**src/sv/keyframe_playback_sequencer_top_assert.svh**
```systemverilog
// ----------------------------------------------------------------------------
// keyframe playback sequencer assertion macros
// concurrent assertion helpers, empty when SYNTHESIS is defined
// ----------------------------------------------------------------------------
`ifndef KEYFRAME_PLAYBACK_SEQUENCER_TOP_ASSERT_SVH
`define KEYFRAME_PLAYBACK_SEQUENCER_TOP_ASSERT_SVH

`ifndef SYNTHESIS

// property must hold at every clock edge out of reset
`define KFPS_ASSERT(lbl, clk, rst_n, prop) \
  lbl: assert property (@(posedge clk) disable iff (!rst_n) (prop)) \
    else $error("kfps assertion failed");

// consequent must hold in the cycle after the antecedent
`define KFPS_ASSERT_NEXT(lbl, clk, rst_n, ante, cons) \
  lbl: assert property (@(posedge clk) disable iff (!rst_n) (ante) |=> (cons)) \
    else $error("kfps assertion failed");

`else

`define KFPS_ASSERT(lbl, clk, rst_n, prop)
`define KFPS_ASSERT_NEXT(lbl, clk, rst_n, ante, cons)

`endif

`endif

```
**src/sv/kfps_pkg.sv**
```systemverilog
// ----------------------------------------------------------------------------
// kfps_pkg
// widths, codes and control/status types of the keyframe playback sequencer
// ----------------------------------------------------------------------------
package kfps_pkg;

  localparam int MAX_POSES  = 16;
  localparam int POSE_W     = 4;
  localparam int COUNT_W    = 5;
  localparam int DUR_W      = 32;
  localparam int TOTAL_W    = 36;
  localparam int TIME_W     = 48;
  localparam int LOOP_W     = 32;
  localparam int LIMIT_W    = 16;
  localparam int FPT_W      = 32;
  localparam int ACTION_W   = 2;
  localparam int CFG_IDX_W  = 2;
  localparam int CFG_DATA_W = 32;
  localparam int DIV_STEPS  = TIME_W;
  localparam int DIV_CNT_W  = $clog2(DIV_STEPS);

  // item actions
  typedef enum logic [ACTION_W-1:0] {
    ACT_LOAD    = 2'd0,
    ACT_RESET   = 2'd1,
    ACT_ADVANCE = 2'd2
  } kfps_action_e;

  // configuration register indexes
  typedef enum logic [CFG_IDX_W-1:0] {
    CFG_POSE_COUNT      = 2'd0,
    CFG_LOOP_LIMIT      = 2'd1,
    CFG_FIRST_POSE_TIME = 2'd2
  } kfps_cfg_e;

  // controller to datapath
  typedef struct packed {
    logic capture;
    logic clear_timers;
    logic ld_read;
    logic ld_sub;
    logic ld_add;
    logic adv_add;
    logic div_start;
    logic div_sel_ptr;
    logic adv_page;
    logic adv_move;
    logic ptr_update;
    logic out_load;
  } kfps_cmd_t;

  // datapath to controller
  typedef struct packed {
    logic [ACTION_W-1:0] action;
    logic                bad;
    logic                div_busy;
    logic                div_done;
    logic                move_hit;
  } kfps_status_t;

endpackage

```
**src/sv/kfps_in_if.sv**
```systemverilog
// ----------------------------------------------------------------------------
// kfps_in_if
// input item channel: valid/ready handshake with the item fields
// ----------------------------------------------------------------------------
interface kfps_in_if;
  import kfps_pkg::*;

  logic                valid;
  logic                ready;
  logic [ACTION_W-1:0] action;
  logic [POSE_W-1:0]   pose_index;
  logic [DUR_W-1:0]    duration;
  logic [DUR_W-1:0]    tick;

  modport source (output valid, action, pose_index, duration, tick, input ready);
  modport sink   (input valid, action, pose_index, duration, tick, output ready);

endinterface

```
**src/sv/kfps_out_if.sv**
```systemverilog
// ----------------------------------------------------------------------------
// kfps_out_if
// result item channel: valid/ready handshake with the result fields
// ----------------------------------------------------------------------------
interface kfps_out_if;
  import kfps_pkg::*;

  logic               valid;
  logic               ready;
  logic               changed;
  logic [POSE_W-1:0]  current_pose;
  logic [LOOP_W-1:0]  loops_done;
  logic [TOTAL_W-1:0] time_in_page;
  logic [TIME_W-1:0]  time_in_pose;
  logic               finished;
  logic               status;

  modport source (output valid, changed, current_pose, loops_done, time_in_page,
                  time_in_pose, finished, status, input ready);
  modport sink   (input valid, changed, current_pose, loops_done, time_in_page,
                  time_in_pose, finished, status, output ready);

endinterface

```
**src/sv/kfps_ram.sv**
```systemverilog
// ----------------------------------------------------------------------------
// kfps_ram
// generic single-write, single-read memory with registered read data
// ----------------------------------------------------------------------------
module kfps_ram #(
  parameter  int WIDTH = 32,
  parameter  int DEPTH = 16,
  localparam int AW    = (DEPTH > 1) ? $clog2(DEPTH) : 1
) (
  input  logic             clk_i,
  input  logic             we_i,
  input  logic [AW-1:0]    waddr_i,
  input  logic [WIDTH-1:0] wdata_i,
  input  logic             re_i,
  input  logic [AW-1:0]    raddr_i,
  output logic [WIDTH-1:0] rdata_o
);

  logic [WIDTH-1:0] mem_q [DEPTH];
  logic [WIDTH-1:0] rdata_q;

  // write port
  always_ff @(posedge clk_i) begin
    if (we_i) begin
      mem_q[waddr_i] <= wdata_i;
    end
  end

  // registered read port
  always_ff @(posedge clk_i) begin
    if (re_i) begin
      rdata_q <= mem_q[raddr_i];
    end
  end

  assign rdata_o = rdata_q;

endmodule

```
**src/sv/kfps_div.sv**
```systemverilog
// ----------------------------------------------------------------------------
// kfps_div
// restoring divider, one quotient bit per cycle, 48-bit by 36-bit
// ----------------------------------------------------------------------------
module kfps_div (
  input  logic                           clk_i,
  input  logic                           rst_ni,
  input  logic                           start_i,
  input  logic [kfps_pkg::TIME_W-1:0]    dividend_i,
  input  logic [kfps_pkg::TOTAL_W-1:0]   divisor_i,
  output logic [kfps_pkg::TIME_W-1:0]    quotient_o,
  output logic [kfps_pkg::TOTAL_W-1:0]   remainder_o,
  output logic                           busy_o,
  output logic                           done_o
);
  import kfps_pkg::*;

  logic [TIME_W-1:0]    quo_q, quo_d;
  logic [TOTAL_W-1:0]   rem_q, rem_d;
  logic [TOTAL_W-1:0]   dvs_q;
  logic [DIV_CNT_W-1:0] cnt_q, cnt_d;
  logic                 busy_q, busy_d;
  logic                 done_q, done_d;
  logic [TOTAL_W:0]     rem_sh;
  logic [TOTAL_W:0]     rem_sub;
  logic                 take;

  // one restoring step
  always_comb begin
    rem_sh  = {rem_q, quo_q[TIME_W-1]};
    rem_sub = rem_sh - {1'b0, dvs_q};
    take    = (rem_sh >= {1'b0, dvs_q});
  end

  always_comb begin
    quo_d  = quo_q;
    rem_d  = rem_q;
    cnt_d  = cnt_q;
    busy_d = busy_q;
    done_d = done_q;
    if (start_i) begin
      quo_d  = dividend_i;
      rem_d  = '0;
      cnt_d  = DIV_CNT_W'(DIV_STEPS - 1);
      busy_d = 1'b1;
      done_d = 1'b0;
    end else if (busy_q) begin
      quo_d = {quo_q[TIME_W-2:0], take};
      rem_d = take ? rem_sub[TOTAL_W-1:0] : rem_sh[TOTAL_W-1:0];
      cnt_d = cnt_q - DIV_CNT_W'(1);
      if (cnt_q == '0) begin
        busy_d = 1'b0;
        done_d = 1'b1;
      end
    end
  end

  // control state
  always_ff @(posedge clk_i or negedge rst_ni) begin
    if (!rst_ni) begin
      busy_q <= 1'b0;
      done_q <= 1'b0;
      cnt_q  <= '0;
    end else begin
      busy_q <= busy_d;
      done_q <= done_d;
      cnt_q  <= cnt_d;
    end
  end

  // operand and partial result registers
  always_ff @(posedge clk_i) begin
    quo_q <= quo_d;
    rem_q <= rem_d;
    if (start_i) begin
      dvs_q <= divisor_i;
    end
  end

  assign quotient_o  = quo_q;
  assign remainder_o = rem_q;
  assign busy_o      = busy_q;
  assign done_o      = done_q;

endmodule

```
**src/sv/kfps_dp.sv**
```systemverilog
// ----------------------------------------------------------------------------
// kfps_dp
// datapath: duration table, timers, page total, divider and result register
// ----------------------------------------------------------------------------
module kfps_dp (
  input  logic                             clk_i,
  input  logic                             rst_ni,
  input  kfps_pkg::kfps_cmd_t              cmd_i,
  output kfps_pkg::kfps_status_t           st_o,
  // item fields
  input  logic [kfps_pkg::ACTION_W-1:0]    action_i,
  input  logic [kfps_pkg::POSE_W-1:0]      pose_index_i,
  input  logic [kfps_pkg::DUR_W-1:0]       duration_i,
  input  logic [kfps_pkg::DUR_W-1:0]       tick_i,
  // configuration
  input  logic                             cfg_we_i,
  input  logic [kfps_pkg::CFG_IDX_W-1:0]   cfg_index_i,
  input  logic [kfps_pkg::CFG_DATA_W-1:0]  cfg_data_i,
  // result fields
  output logic                             changed_o,
  output logic [kfps_pkg::POSE_W-1:0]      current_pose_o,
  output logic [kfps_pkg::LOOP_W-1:0]      loops_done_o,
  output logic [kfps_pkg::TOTAL_W-1:0]     time_in_page_o,
  output logic [kfps_pkg::TIME_W-1:0]      time_in_pose_o,
  output logic                             finished_o,
  output logic                             status_o
);
  import kfps_pkg::*;

  // captured item
  logic [ACTION_W-1:0] action_q;
  logic [POSE_W-1:0]   idx_q;
  logic [DUR_W-1:0]    dur_q;
  logic [DUR_W-1:0]    tick_q;

  // configuration registers
  logic [COUNT_W-1:0]  pose_count_q;
  logic [LIMIT_W-1:0]  loop_limit_q;
  logic [FPT_W-1:0]    first_pose_time_q;

  // sequencer state
  logic [MAX_POSES-1:0] valid_q;
  logic                 rd_valid_q;
  logic [TOTAL_W-1:0]   page_total_q;
  logic [TIME_W-1:0]    global_q;
  logic [TOTAL_W-1:0]   page_time_q;
  logic [TIME_W-1:0]    pose_time_q;
  logic [LOOP_W-1:0]    loop_q;
  logic [POSE_W-1:0]    ptr_q;
  logic                 changed_q;

  // result register
  logic                 out_changed_q;
  logic [POSE_W-1:0]    out_pose_q;
  logic [LOOP_W-1:0]    out_loops_q;
  logic [TOTAL_W-1:0]   out_page_q;
  logic [TIME_W-1:0]    out_pose_time_q;
  logic                 out_finished_q;
  logic                 out_status_q;

  logic [DUR_W-1:0]     rd_data;
  logic [DUR_W-1:0]     cur;
  logic                 rd_en;
  logic [POSE_W-1:0]    rd_addr;
  logic [COUNT_W-1:0]   count;
  logic [COUNT_W-1:0]   ptr_inc;
  logic                 bad;
  logic                 finished;
  logic [TIME_W:0]      gsum;
  logic [TIME_W:0]      psum;
  logic [TIME_W-1:0]    global_sat;
  logic [TIME_W-1:0]    pose_sat;
  logic [TIME_W-1:0]    div_dividend;
  logic [TOTAL_W-1:0]   div_divisor;
  logic [TIME_W-1:0]    div_quo;
  logic [TOTAL_W-1:0]   div_rem;
  logic [LOOP_W-1:0]    quo_sat;
  logic                 div_busy;
  logic                 div_done;

  // duration table
  kfps_ram #(
    .WIDTH(DUR_W),
    .DEPTH(MAX_POSES)
  ) u_table (
    .clk_i  (clk_i),
    .we_i   (cmd_i.ld_add),
    .waddr_i(idx_q),
    .wdata_i(dur_q),
    .re_i   (rd_en),
    .raddr_i(rd_addr),
    .rdata_o(rd_data)
  );

  // shared divider: page time and loop count, then pointer wrap
  kfps_div u_div (
    .clk_i      (clk_i),
    .rst_ni     (rst_ni),
    .start_i    (cmd_i.div_start),
    .dividend_i (div_dividend),
    .divisor_i  (div_divisor),
    .quotient_o (div_quo),
    .remainder_o(div_rem),
    .busy_o     (div_busy),
    .done_o     (div_done)
  );

  // table read select, unwritten entries read as zero
  always_comb begin
    rd_en   = cmd_i.ld_read | cmd_i.adv_add;
    rd_addr = cmd_i.ld_read ? idx_q : ptr_q;
    cur     = rd_valid_q ? rd_data : '0;
  end

  // pose count clamp and error condition
  always_comb begin
    count    = (pose_count_q > COUNT_W'(MAX_POSES)) ? COUNT_W'(MAX_POSES) : pose_count_q;
    bad      = (pose_count_q == '0) || (page_total_q == '0);
    finished = (loop_limit_q != '0) && (loop_q >= LOOP_W'(loop_limit_q));
    ptr_inc  = COUNT_W'(ptr_q) + COUNT_W'(1);
  end

  // saturating timer adds
  always_comb begin
    gsum       = {1'b0, global_q} + (TIME_W + 1)'(tick_q);
    psum       = {1'b0, pose_time_q} + (TIME_W + 1)'(tick_q);
    global_sat = gsum[TIME_W] ? '1 : gsum[TIME_W-1:0];
    pose_sat   = psum[TIME_W] ? '1 : psum[TIME_W-1:0];
    quo_sat    = (div_quo[TIME_W-1:LOOP_W] != '0) ? '1 : div_quo[LOOP_W-1:0];
  end

  // divider operands
  always_comb begin
    if (cmd_i.div_sel_ptr) begin
      div_dividend = TIME_W'(ptr_inc);
      div_divisor  = TOTAL_W'(count);
    end else begin
      div_dividend = global_q;
      div_divisor  = page_total_q;
    end
  end

  // configuration writes
  always_ff @(posedge clk_i or negedge rst_ni) begin
    if (!rst_ni) begin
      pose_count_q      <= '0;
      loop_limit_q      <= '0;
      first_pose_time_q <= '0;
    end else if (cfg_we_i) begin
      unique case (cfg_index_i)
        CFG_POSE_COUNT:      pose_count_q      <= cfg_data_i[COUNT_W-1:0];
        CFG_LOOP_LIMIT:      loop_limit_q      <= cfg_data_i[LIMIT_W-1:0];
        CFG_FIRST_POSE_TIME: first_pose_time_q <= cfg_data_i[FPT_W-1:0];
        default: ;
      endcase
    end
  end

  // item capture
  always_ff @(posedge clk_i) begin
    if (cmd_i.capture) begin
      action_q <= action_i;
      idx_q    <= pose_index_i;
      dur_q    <= duration_i;
      tick_q   <= tick_i;
    end
  end

  // table valid bits
  always_ff @(posedge clk_i or negedge rst_ni) begin
    if (!rst_ni) begin
      valid_q    <= '0;
      rd_valid_q <= 1'b0;
    end else begin
      if (cmd_i.ld_add) begin
        valid_q[idx_q] <= 1'b1;
      end
      if (rd_en) begin
        rd_valid_q <= valid_q[rd_addr];
      end
    end
  end

  // page total, timers, loop count, pointer
  always_ff @(posedge clk_i or negedge rst_ni) begin
    if (!rst_ni) begin
      page_total_q <= '0;
      global_q     <= '0;
      page_time_q  <= '0;
      pose_time_q  <= '0;
      loop_q       <= '0;
      ptr_q        <= '0;
      changed_q    <= 1'b0;
    end else begin
      if (cmd_i.capture) begin
        changed_q <= 1'b0;
      end
      if (cmd_i.clear_timers) begin
        global_q    <= '0;
        page_time_q <= '0;
        pose_time_q <= '0;
        loop_q      <= '0;
        ptr_q       <= '0;
        changed_q   <= (count != '0) && (first_pose_time_q == '0);
      end
      if (cmd_i.ld_sub) begin
        page_total_q <= page_total_q - TOTAL_W'(cur);
      end
      if (cmd_i.ld_add) begin
        page_total_q <= page_total_q + TOTAL_W'(dur_q);
      end
      if (cmd_i.adv_add) begin
        global_q    <= global_sat;
        pose_time_q <= pose_sat;
      end
      if (cmd_i.adv_page) begin
        page_time_q <= div_rem;
      end
      if (cmd_i.adv_move) begin
        loop_q      <= quo_sat;
        pose_time_q <= pose_time_q - TIME_W'(cur);
        changed_q   <= 1'b1;
      end
      if (cmd_i.ptr_update) begin
        ptr_q <= div_rem[POSE_W-1:0];
      end
    end
  end

  // result register
  always_ff @(posedge clk_i) begin
    if (cmd_i.out_load) begin
      out_changed_q   <= changed_q;
      out_pose_q      <= ptr_q;
      out_loops_q     <= loop_q;
      out_page_q      <= page_time_q;
      out_pose_time_q <= pose_time_q;
      out_finished_q  <= finished;
      out_status_q    <= bad;
    end
  end

  // status to controller
  always_comb begin
    st_o.action   = action_q;
    st_o.bad      = bad;
    st_o.div_busy = div_busy;
    st_o.div_done = div_done;
    st_o.move_hit = (pose_time_q >= TIME_W'(cur));
  end

  assign changed_o      = out_changed_q;
  assign current_pose_o = out_pose_q;
  assign loops_done_o   = out_loops_q;
  assign time_in_page_o = out_page_q;
  assign time_in_pose_o = out_pose_time_q;
  assign finished_o     = out_finished_q;
  assign status_o       = out_status_q;

endmodule

```
**src/sv/kfps_ctrl.sv**
```systemverilog
// ----------------------------------------------------------------------------
// kfps_ctrl
// controller: sequences load, reset and advance items through the datapath
// ----------------------------------------------------------------------------
module kfps_ctrl (
  input  logic                   clk_i,
  input  logic                   rst_ni,
  input  logic                   in_valid_i,
  output logic                   in_ready_o,
  output logic                   out_valid_o,
  input  logic                   out_ready_i,
  input  kfps_pkg::kfps_status_t st_i,
  output kfps_pkg::kfps_cmd_t    cmd_o
);
  import kfps_pkg::*;

  typedef enum logic [8:0] {
    S_IDLE      = 9'b000000001,
    S_DECODE    = 9'b000000010,
    S_LD_SUB    = 9'b000000100,
    S_LD_ADD    = 9'b000001000,
    S_ADV_START = 9'b000010000,
    S_ADV_DIV   = 9'b000100000,
    S_PTR_START = 9'b001000000,
    S_PTR_DIV   = 9'b010000000,
    S_DONE      = 9'b100000000
  } kfps_state_e;

  kfps_state_e state_q, state_d;
  logic        out_valid_q, out_valid_d;
  logic        out_free;

  assign out_free = !out_valid_q || out_ready_i;

  // next state and commands
  always_comb begin
    state_d    = state_q;
    cmd_o      = '0;
    in_ready_o = 1'b0;
    unique case (state_q)
      S_IDLE: begin
        in_ready_o = 1'b1;
        if (in_valid_i) begin
          cmd_o.capture = 1'b1;
          state_d       = S_DECODE;
        end
      end
      S_DECODE: begin
        unique case (st_i.action)
          ACT_LOAD: begin
            cmd_o.ld_read = 1'b1;
            state_d       = S_LD_SUB;
          end
          ACT_RESET: begin
            cmd_o.clear_timers = 1'b1;
            state_d            = S_DONE;
          end
          ACT_ADVANCE: begin
            if (st_i.bad) begin
              state_d = S_DONE;
            end else begin
              cmd_o.adv_add = 1'b1;
              state_d       = S_ADV_START;
            end
          end
          default: state_d = S_DONE;
        endcase
      end
      S_LD_SUB: begin
        cmd_o.ld_sub = 1'b1;
        state_d      = S_LD_ADD;
      end
      S_LD_ADD: begin
        cmd_o.ld_add = 1'b1;
        state_d      = S_DONE;
      end
      S_ADV_START: begin
        cmd_o.div_start = 1'b1;
        state_d         = S_ADV_DIV;
      end
      S_ADV_DIV: begin
        if (st_i.div_done) begin
          cmd_o.adv_page = 1'b1;
          if (st_i.move_hit) begin
            cmd_o.adv_move = 1'b1;
            state_d        = S_PTR_START;
          end else begin
            state_d = S_DONE;
          end
        end
      end
      S_PTR_START: begin
        cmd_o.div_start   = 1'b1;
        cmd_o.div_sel_ptr = 1'b1;
        state_d           = S_PTR_DIV;
      end
      S_PTR_DIV: begin
        if (st_i.div_done) begin
          cmd_o.ptr_update = 1'b1;
          state_d          = S_DONE;
        end
      end
      S_DONE: begin
        if (out_free) begin
          cmd_o.out_load = 1'b1;
          state_d        = S_IDLE;
        end
      end
      default: state_d = S_IDLE;
    endcase
  end

  // result valid flag
  always_comb begin
    out_valid_d = out_valid_q;
    if (out_valid_q && out_ready_i) begin
      out_valid_d = 1'b0;
    end
    if (cmd_o.out_load) begin
      out_valid_d = 1'b1;
    end
  end

  always_ff @(posedge clk_i or negedge rst_ni) begin
    if (!rst_ni) begin
      state_q     <= S_IDLE;
      out_valid_q <= 1'b0;
    end else begin
      state_q     <= state_d;
      out_valid_q <= out_valid_d;
    end
  end

  assign out_valid_o = out_valid_q;

endmodule

```
**src/sv/keyframe_playback_sequencer_top.sv**
```systemverilog
// ----------------------------------------------------------------------------
// keyframe_playback_sequencer_top
// looping keyframe duration table with pose, page and loop timers
// ----------------------------------------------------------------------------
// One item at a time. A load item passes the decode, subtract and add states, a
// reset item only decode, and an advance item with a pose count or page total of
// zero goes from decode straight to done. An advance that stays on its pose runs
// one division, and one that moves to the next pose runs a second one. Advances
// use the shared restoring divider, which produces one quotient bit per cycle over
// 48 steps, once for global time by page total and once more for the pointer wrap.
// The next item is accepted while the previous result still waits in the output register.
`include "keyframe_playback_sequencer_top_assert.svh"

module keyframe_playback_sequencer_top (
  input  logic                            clk_i,
  input  logic                            rst_ni,
  kfps_in_if.sink                         in_if,
  kfps_out_if.source                      out_if,
  input  logic                            cfg_we_i,
  input  logic [kfps_pkg::CFG_IDX_W-1:0]  cfg_index_i,
  input  logic [kfps_pkg::CFG_DATA_W-1:0] cfg_data_i
);
  import kfps_pkg::*;

  kfps_cmd_t    cmd;
  kfps_status_t st;

  // controller
  kfps_ctrl u_ctrl (
    .clk_i      (clk_i),
    .rst_ni     (rst_ni),
    .in_valid_i (in_if.valid),
    .in_ready_o (in_if.ready),
    .out_valid_o(out_if.valid),
    .out_ready_i(out_if.ready),
    .st_i       (st),
    .cmd_o      (cmd)
  );

  // datapath
  kfps_dp u_dp (
    .clk_i         (clk_i),
    .rst_ni        (rst_ni),
    .cmd_i         (cmd),
    .st_o          (st),
    .action_i      (in_if.action),
    .pose_index_i  (in_if.pose_index),
    .duration_i    (in_if.duration),
    .tick_i        (in_if.tick),
    .cfg_we_i      (cfg_we_i),
    .cfg_index_i   (cfg_index_i),
    .cfg_data_i    (cfg_data_i),
    .changed_o     (out_if.changed),
    .current_pose_o(out_if.current_pose),
    .loops_done_o  (out_if.loops_done),
    .time_in_page_o(out_if.time_in_page),
    .time_in_pose_o(out_if.time_in_pose),
    .finished_o    (out_if.finished),
    .status_o      (out_if.status)
  );

  // an accepted item blocks the input until its result is queued
  `KFPS_ASSERT_NEXT(a_accept_blocks, clk_i, rst_ni, in_if.valid && in_if.ready, !in_if.ready)
  // divider is never restarted mid-division
  `KFPS_ASSERT(a_div_no_restart, clk_i, rst_ni, !(cmd.div_start && st.div_busy))
  // result register is loaded only when free or being drained
  `KFPS_ASSERT(a_out_load_free, clk_i, rst_ni, !cmd.out_load || !out_if.valid || out_if.ready)
  // a load of the result raises valid in the next cycle
  `KFPS_ASSERT_NEXT(a_out_load_valid, clk_i, rst_ni, cmd.out_load, out_if.valid)

endmodule

```
**src/flat_wrapper.sv**
```systemverilog
// flat-port wrapper written by rule: the top's interface ports become plain ports
module keyframe_playback_sequencer_top_flat import kfps_pkg::*;
  (clk_i, rst_ni, cfg_we_i, cfg_index_i, cfg_data_i, in_if_valid, in_if_action, in_if_pose_index, in_if_duration, in_if_tick, in_if_ready, out_if_valid, out_if_changed, out_if_current_pose, out_if_loops_done, out_if_time_in_page, out_if_time_in_pose, out_if_finished, out_if_status, out_if_ready);
  kfps_in_if in_if_i ();
  kfps_out_if out_if_i ();
  input  logic clk_i;
  input  logic rst_ni;
  input  logic cfg_we_i;
  input  logic [kfps_pkg::CFG_IDX_W-1:0] cfg_index_i;
  input  logic [kfps_pkg::CFG_DATA_W-1:0] cfg_data_i;
  input wire logic [$bits(in_if_i.valid)-1:0] in_if_valid;
  input wire logic [$bits(in_if_i.action)-1:0] in_if_action;
  input wire logic [$bits(in_if_i.pose_index)-1:0] in_if_pose_index;
  input wire logic [$bits(in_if_i.duration)-1:0] in_if_duration;
  input wire logic [$bits(in_if_i.tick)-1:0] in_if_tick;
  output wire logic [$bits(in_if_i.ready)-1:0] in_if_ready;
  output wire logic [$bits(out_if_i.valid)-1:0] out_if_valid;
  output wire logic [$bits(out_if_i.changed)-1:0] out_if_changed;
  output wire logic [$bits(out_if_i.current_pose)-1:0] out_if_current_pose;
  output wire logic [$bits(out_if_i.loops_done)-1:0] out_if_loops_done;
  output wire logic [$bits(out_if_i.time_in_page)-1:0] out_if_time_in_page;
  output wire logic [$bits(out_if_i.time_in_pose)-1:0] out_if_time_in_pose;
  output wire logic [$bits(out_if_i.finished)-1:0] out_if_finished;
  output wire logic [$bits(out_if_i.status)-1:0] out_if_status;
  input wire logic [$bits(out_if_i.ready)-1:0] out_if_ready;
  assign in_if_i.valid = in_if_valid;
  assign in_if_i.action = in_if_action;
  assign in_if_i.pose_index = in_if_pose_index;
  assign in_if_i.duration = in_if_duration;
  assign in_if_i.tick = in_if_tick;
  assign in_if_ready = in_if_i.ready;
  assign out_if_valid = out_if_i.valid;
  assign out_if_changed = out_if_i.changed;
  assign out_if_current_pose = out_if_i.current_pose;
  assign out_if_loops_done = out_if_i.loops_done;
  assign out_if_time_in_page = out_if_i.time_in_page;
  assign out_if_time_in_pose = out_if_i.time_in_pose;
  assign out_if_finished = out_if_i.finished;
  assign out_if_status = out_if_i.status;
  assign out_if_i.ready = out_if_ready;
  keyframe_playback_sequencer_top u_core (.clk_i(clk_i), .rst_ni(rst_ni), .in_if(in_if_i), .out_if(out_if_i), .cfg_we_i(cfg_we_i), .cfg_index_i(cfg_index_i), .cfg_data_i(cfg_data_i));
endmodule
```
**config.mk**
```make
export PLATFORM = sky130hd
export DESIGN_NAME = keyframe_playback_sequencer_top_flat
export DESIGN_NICKNAME = d
export VERILOG_FILES = /design/src/sv/kfps_pkg.sv /design/src/sv/kfps_in_if.sv /design/src/sv/kfps_out_if.sv /design/src/sv/kfps_ram.sv /design/src/sv/kfps_div.sv /design/src/sv/kfps_dp.sv /design/src/sv/kfps_ctrl.sv /design/src/sv/keyframe_playback_sequencer_top.sv /design/src/flat_wrapper.sv
export VERILOG_INCLUDE_DIRS = /design/src /design/src/sv
export SDC_FILE = /design/constraint.sdc
export NUM_CORES = 2
export LEC_CHECK = 0
export ABC_AREA = 1
export BUFFER_PORTS_ARGS = -buffer_cell sky130_fd_sc_hd__clkbuf_2
export CAP_MARGIN = 20
export CORE_MARGIN = 4
export CORE_UTILIZATION = 25
export DETAILED_ROUTE_END_ITERATION = 12
export PLACE_DENSITY = 0.42
export REMOVE_ABC_BUFFERS = 1
export SLEW_MARGIN = 25
export SYNTH_ARGS = -nofsm -noshare
export SYNTH_HDL_FRONTEND = slang
export SYNTH_SLANG_ARGS = --single-unit
```
**constraint.sdc**
```tcl
create_clock -name clk_i -period 7 [get_ports clk_i]
set_input_delay 1.4 -clock clk_i [delete_from_list [all_inputs] [get_ports clk_i]]
set_output_delay 1.4 -clock clk_i [all_outputs]
set_load 0.005 [all_outputs]
```
; After elaboration in Yosys (flattened, before gate mapping)
; Memories as Yosys holds them, arrays and structs flattened. A register that Yosys moved wholly into a read port is not among the register bits.
; Cells that the tools add are included.
[op_classes]
addsub = 8
bitwise = 2
n_eq_ne = 17
order_cmp = 7
n_reduce_logical = 32
mux = 70
[op_table]
columns = cell, count
row1 = $mux 48, 9
row2 = $mux 36, 5
row3 = $mux 32, 4
row4 = $add 48x32->49, 2
row5 = $pmux 9 s9, 1
row6 = $mux 9, 6
row7 = $ge 48x32->1, 1
row8 = $sub 48x32->48, 1
row9 = $ge 37x36->1, 1
row10 = $add 36x32->36, 1
row11 = $logic_not 36->1, 1
row12 = $sub 36x32->36, 1
row13 = $sub 36x36->36, 1
row14 = $ge 32x16->1, 1
row15 = $logic_not 32->1, 1
row16 = $mux 1, 32
row17 = $reduce_bool 16->1, 2
row18 = $pmux 9 s2, 1
row19 = $or 16x16->16, 1
row20 = $reduce_bool 2->1, 8
row21 = $mux 4, 3
row22 = $mux 6, 2
row23 = $lt 4x5->1 const B, 2
row24 = $mux 5, 2
row25 = other kinds (31), 47
[totals]
out_inout_bits = 125
reg_bits = 606
word_cells = 169
inputBits = 109
mem_bits_rw = 512
memories = 1
[memory_table]
columns = memory, words, width, rd, rd_ports_with_merged_regs, wr, line
row1 = u_core.u_dp.u_table.mem_q, 16, 32, 1, 1, 1, kfps_ram.sv:19  ; logic [WIDTH-1:0] mem_q [DEPTH];

; Depth between registers and ports, before layout
[logic_depth]
ltp_word = 7
depth_mapped = 30
ltp_nobuf = 28

; Cells and area by module
; Synthesis repeated with hierarchy kept, for this count alone.
[hier_totals]
cells_unflattened = 7940
area_unflattened_um2 = 63842.5
[modules_own_cells]
columns = module, cells_per_inst, area_per_inst_um2, seq_area_each_um2, n_inst
row1 = kfps_dp, 4578, 31878.1, 12677.2, 1
row2 = kfps_ram, 2120, 23064.6, 16335.7, 1
row3 = kfps_div, 1134, 8142.8, 3443.3, 1
row4 = kfps_ctrl, 108, 757.0, 251.5, 1

; Worst setup path after synthesis
; OpenSTA, ideal clock, no wires.
[synth_path]
kind = input to register
startpoint = input out_if_ready
endpoint = register u_core.u_dp.out_changed_q (netlist: u_core.u_dp.changed_o), enable pin
t_arrival_ns = 6.537
setup_time_ns = 0.606
n_path_buf = 0
slack_ns = -0.143
t_required_ns = 6.394
path_stages = 2
path_cell_list = nor2_1 nor2_1
[synth_rtl]
columns = element, line
row1 = start: declaration, flat_wrapper.sv:25  ; input wire logic [$bits(out_if_i.ready)-1:0] out_if_ready;
row2 = end signal: assignment, kfps_dp.sv:233  ; out_changed_q <= changed_q;
row3 = end: declaration, kfps_dp.sv:53  ; logic out_changed_q;

; Worst setup path in the final report
[layout_path]
startpoint = register u_core.u_ctrl.state_q[0]
endpoint = register u_core.u_dp.page_total_q[32]
[layout_via]
elab_chain_cells = 3
word_cells_on_any_way = 6
cone_classes = eq/ne (2) / mux (3) / reduce/logical (1)
[layout_lines]
columns = element, line
row1 = start: declaration, kfps_ctrl.sv:29  ; kfps_state_e state_q, state_d;
row2 = start signal: assignment, kfps_ctrl.sv:129  ; state_q <= state_d;
row3 = $eq 9x4->1 or $eq 9x3->1 (tied branches), kfps_ctrl.sv:40  ; unique case (state_q)
row4 = $mux 1, kfps_ctrl.sv:40
row5 = $mux 36 or $reduce_bool 2->1 (tied branches), -
row6 = end signal: assignment, kfps_dp.sv:207  ; page_total_q <= page_total_q - TOTAL_W'(cur);
row7 = end signal: assignment, kfps_dp.sv:210  ; page_total_q <= page_total_q + TOTAL_W'(dur_q);
row8 = end: declaration, kfps_dp.sv:44  ; logic [TOTAL_W-1:0] page_total_q;
; Several ways; a longest one is shown, not always the timed one.
; A chain may end at the register's enable or synchronous reset.

==> results.ini <==
[synthesis]
synth_largest_type_area_fraction_pct = 40.83
number_of_enable_flip_flop_cells_after_synthesis = 821
synth_flop_cell = sky130_fd_sc_hd__edfxtp_1
synth.yosys.seq_area_share_pct = 54.17
ys_seq_elements = 1150
commonest_cells_in_the_synthesized_netlist = 1623 x sky130_fd_sc_hd__nand2_1, 895 x sky130_fd_sc_hd__inv_1, 821 x sky130_fd_sc_hd__edfxtp_1
postSynth.asyncResetShare_pct = 25.48
synth_most_common_cell = sky130_fd_sc_hd__nand2_1
syn-cell-area_um2 = 60380
post_synth_inst_count = 6822
avgSynthCellArea_um2 = 8.850
synth_area_leader_cell = sky130_fd_sc_hd__edfxtp_1
synthTopCellsByArea = sky130_fd_sc_hd__edfxtp_1 41%, sky130_fd_sc_hd__dfrtp_1 12%, sky130_fd_sc_hd__nand2_1 10%, sky130_fd_sc_hd__inv_1 5.6%, sky130_fd_sc_hd__o21ai_0 4.7%
distinct_cell_type_count_of_the_synthesized_netlist = 57
synthesis.yosys.warnings = 0

[global_routing]
global_route.overflow_total = 0
grt_pass1_wl_mm = 329.2
grt_max_degree = 133
antenna_found_initial = 14
vias_in_the_first_global_route = 47810
globalRouteTotalUtil_pct = 17.66

[clock_network]
cts_root_buffer = sky130_fd_sc_hd__clkbuf_16
number_of_buffers_added_by_the_clock_tree_synthesis_step = 140
cts_tree = yes
clock_tree.buffer_depth = 3
htree_levels = 4
ctsHoldBuffers = 0
cts_setup_buffers = 0
cts-resized-gates = 0
clock_sinks = 1150
clk_pin_slew_ns = 0.06
worstSkewPairLatency_ns = 0.81

[place]
place_congestion = 0.9245
numPortBuffers = 233
hpwl_mm = 163.7
pre_cts_ws_ns = 2.250
detailed_place.area_um2 = 65230

[routing]
first_pass_iters = 5
wl_met2_mm = 100.6
finalWirelength_mm = 225.3
drc = 0
per_cell_via_count_in_the_routed_design = 4.704
dr.max_layer_used = met5
routed_wire_length_per_instance_um = 21.80
vias = 48620
first_iter_violations = 3783
postRouteAntennaNets = 0
wl_met1_mm = 107.4
met3WireLength_mm = 10.08

[power]
share_seq_of_total_power_pct = 30.5
p_int_mw = 16.34
power.leakage_nw = 29.79
comb_power_share_pct = 44.3
power.ir.vdd_worst_mv = 0.2155
power_density_nw_per_um2 = 423.9
swShare_pct = 44.94
share_clk_of_total_power_pct = 25.3
switchingPower_mw = 13.34

[critical_path]
critPathMaxFanout = 51
crit_slowest_cell = sky130_fd_sc_hd__o21ai_0
worstSetupPathType = reg2reg
crit_path_start_kind = flop
worstPathArrival_ns = 5.38
cp_common_cell = sky130_fd_sc_hd__inv_1
critPathRequiredTime_ns = 7.65
end_kind = flop
critical_path.cell_chain = nor2_1, inv_1, nor3_1, nand2_2, buf_4, inv_1, o21ai_0, ha_1, inv_1, fa_1, inv_1, nand3_1, nand2_1, a21oi_1, o21ai_0, nand3_1, nand2_1, nand2_1, nand3_1, o21ai_0
cpPeakStageDelay_ns = 0.60

[cells_and_area]
multi_input_comb_area_um2 = 23340
fillerInstances = 25690
nNetsFinal = 7335
seq_area_um2 = 32710
drive_above_1_share_pct = 8.351
area.growth.synth_to_final_pct = 15.95
stdcell_area_um2 = 70000

[floorplanning]
floorplan.die_area_um2 = 249400
std_cell_rows = 180
initial_core_util_pct = 25.10
die_wd_um = 499.4
num_io_pins = 234
floorplan.die.height_um = 499.4
core_um2 = 240500

[sta]
final_critical_path_setup_slack_ns = 2.262
tightestPinTransition_ns = 0.9436
max_freq_mhz = 211.1
setup_viol = 0
final_worst_path_cycle_share_pct = 67.68
layout_min_cycle_time_ns = 4.738
skew_ns = 0.04432
hold_violations = 0
rsz0062_at_grt = no
finalMaxSlewViolations = 0
maxSlewHeadroom_pct = 36.94

[job]
timing.max_cap.violations = 0

[min_path]
hold_path.class = reg2reg

[outcome]
run_status = complete, no violations

[power by group through the flow]
stage	registers [mW]	clock network, mW	logic (mW)
final	9.04	7.49	13.1
after global routing	9.09	8.00	14.6
after floorplan	8.62	0	8.51
after detailed placement	9.16	0	13.0
after global placement	9.17	0	13.1
after CTS	9.04	7.73	13.1
[final timing paths]
kind,startpoint,endpoint,cells past startpoint,slack [ns]
worst max-delay path,u_core.u_ctrl.state_q[0],u_core.u_dp.page_total_q[32],20,2.26
worst min-delay path,u_core.u_dp.loop_q[22],u_core.u_dp.loops_done_o[22],0,0.44
worst max register to register,u_core.u_ctrl.state_q[0],u_core.u_dp.page_total_q[32],20,2.26
worst min register to register,u_core.u_dp.loop_q[22],u_core.u_dp.loops_done_o[22],0,0.44
max in group asynchronous,rst_ni,u_core.u_dp.global_q[39],2,5.13
min in group asynchronous,rst_ni,u_core.u_dp.global_q[18],1,0.61
[registers in the layout, indices dropped and copies added, names as in the netlist, 5 cells and up]
| register | count |
|---|---|
| u_core.u_dp.pose_count_q | 5 |
| u_core.u_dp.u_div.remainder_o | 36 |
| u_core.u_dp.global_q | 48 |
| u_core.u_dp.pose_time_q | 48 |
| u_core.u_dp.u_div.dvs_q | 36 |
| u_core.u_dp.u_div.cnt_q | 6 |
| u_core.u_dp.loop_q | 32 |
| u_core.u_dp.u_table.rdata_o | 32 |
| u_core.u_dp.valid_q | 16 |
| u_core.u_dp.page_time_q | 36 |
| u_core.u_dp.first_pose_time_q | 32 |
| u_core.u_dp.u_table.mem_q | 512 |
| u_core.u_ctrl.state_q | 9 |
| u_core.u_dp.time_in_page_o | 36 |
| u_core.u_dp.loop_limit_q | 16 |
| u_core.u_dp.loops_done_o | 32 |
| u_core.u_dp.dur_q | 32 |
| u_core.u_dp.tick_q | 32 |
| u_core.u_dp.u_div.quotient_o | 48 |
| u_core.u_dp.time_in_pose_o | 48 |
| u_core.u_dp.page_total_q | 36 |
[cell type report]
class,instances,area share [%]
antenna,3,0.01072
clock buffer,182,5.330
clock inverter,75,1.426
inverter,909,4.881
multi-input combinational,4532,33.35
sequential,1150,46.72
tap,3185,5.693
timing repair buffer,301,2.592
[stage by stage]
stage	setup TNS, ns	hold slack [ns]	utilization [%]	power (mW)	std cells
final	0	0.4446	29.10	29.67	10340
after floorplan	-17.59	0.4249	-	17.13	6591
after global placement	0	0.4363	27.10	22.30	10070
after detailed placement	0	0.4304	27.12	22.21	10080
after global routing	0	0.4609	29.10	31.73	10340
after CTS	0	0.4436	29.09	29.86	10330
[cell families (layout without fill, tap and decap cells)]
family                   count (synthesis)  after routing  share of synthesized area [%]
AND/OR/NAND/NOR                       2979           2979                          20.67
AO/OA/AOI/OAI                         1229           1229                          11.62
XOR/XNOR                               116            116                          1.683
adder cells (fa/ha/maj)                192            192                          4.041
other                                    0              3                              0
flip-flops                            1150           1150                          54.17
multiplexers                            16             16                         0.2984
buffers and inverters                 1140           1467                          7.508
[metal layers]
metal,vias up,global-route usage (%)
li1,23530,-
met1,23620,24.97
met2,1203,28.01
met3,273,2.387
met4,2,5.427
met5,-,0
[critical path: cells and delay by family (launching register included)]
family                   cells  cell delay [ns]
buffers and inverters        5             1.32
flip-flops                   1             0.53
adder cells (fa/ha/maj)      2             0.68
AND/OR/NAND/NOR              9             0.82
AO/OA/AOI/OAI                4             1.21
[cells in the final DEF (no fill, tap or decap), types with 8 or more instances in the layout]
master | Yosys | routed
sky130_fd_sc_hd__bufinv_16 | 0 | 16
sky130_fd_sc_hd__nand3b_1 | 18 | 18
sky130_fd_sc_hd__clkbuf_1 | 95 | 35
sky130_fd_sc_hd__inv_2 | 10 | 9
sky130_fd_sc_hd__nor2_4 | 2 | 23
sky130_fd_sc_hd__nand2_1 | 1623 | 1620
sky130_fd_sc_hd__clkinv_2 | 1 | 18
sky130_fd_sc_hd__and3_1 | 8 | 8
sky130_fd_sc_hd__o21ai_1 | 45 | 45
sky130_fd_sc_hd__nand3_1 | 486 | 484
sky130_fd_sc_hd__mux2_2 | 16 | 16
sky130_fd_sc_hd__buf_4 | 13 | 59
sky130_fd_sc_hd__nor4_1 | 31 | 31
sky130_fd_sc_hd__clkbuf_2 | 4 | 232
sky130_fd_sc_hd__o22ai_1 | 14 | 14
sky130_fd_sc_hd__nor3_1 | 56 | 56
sky130_fd_sc_hd__nor2_2 | 9 | 10
sky130_fd_sc_hd__inv_1 | 895 | 894
sky130_fd_sc_hd__o21a_1 | 13 | 13
sky130_fd_sc_hd__nand4_1 | 107 | 107
sky130_fd_sc_hd__nor2_1 | 614 | 592
sky130_fd_sc_hd__a21oi_1 | 266 | 266
sky130_fd_sc_hd__o21ai_0 | 573 | 573
sky130_fd_sc_hd__clkbuf_16 | 0 | 140
sky130_fd_sc_hd__dfrtp_1 | 292 | 292
sky130_fd_sc_hd__ha_1 | 187 | 187
sky130_fd_sc_hd__xnor2_1 | 38 | 38
sky130_fd_sc_hd__edfxtp_1 | 821 | 821
sky130_fd_sc_hd__clkinv_1 | 3 | 20
sky130_fd_sc_hd__o211ai_1 | 269 | 269
sky130_fd_sc_hd__dfxtp_1 | 36 | 36
sky130_fd_sc_hd__o21bai_1 | 22 | 22
sky130_fd_sc_hd__xor2_1 | 78 | 78
Power figures use the tool's default switching activity.
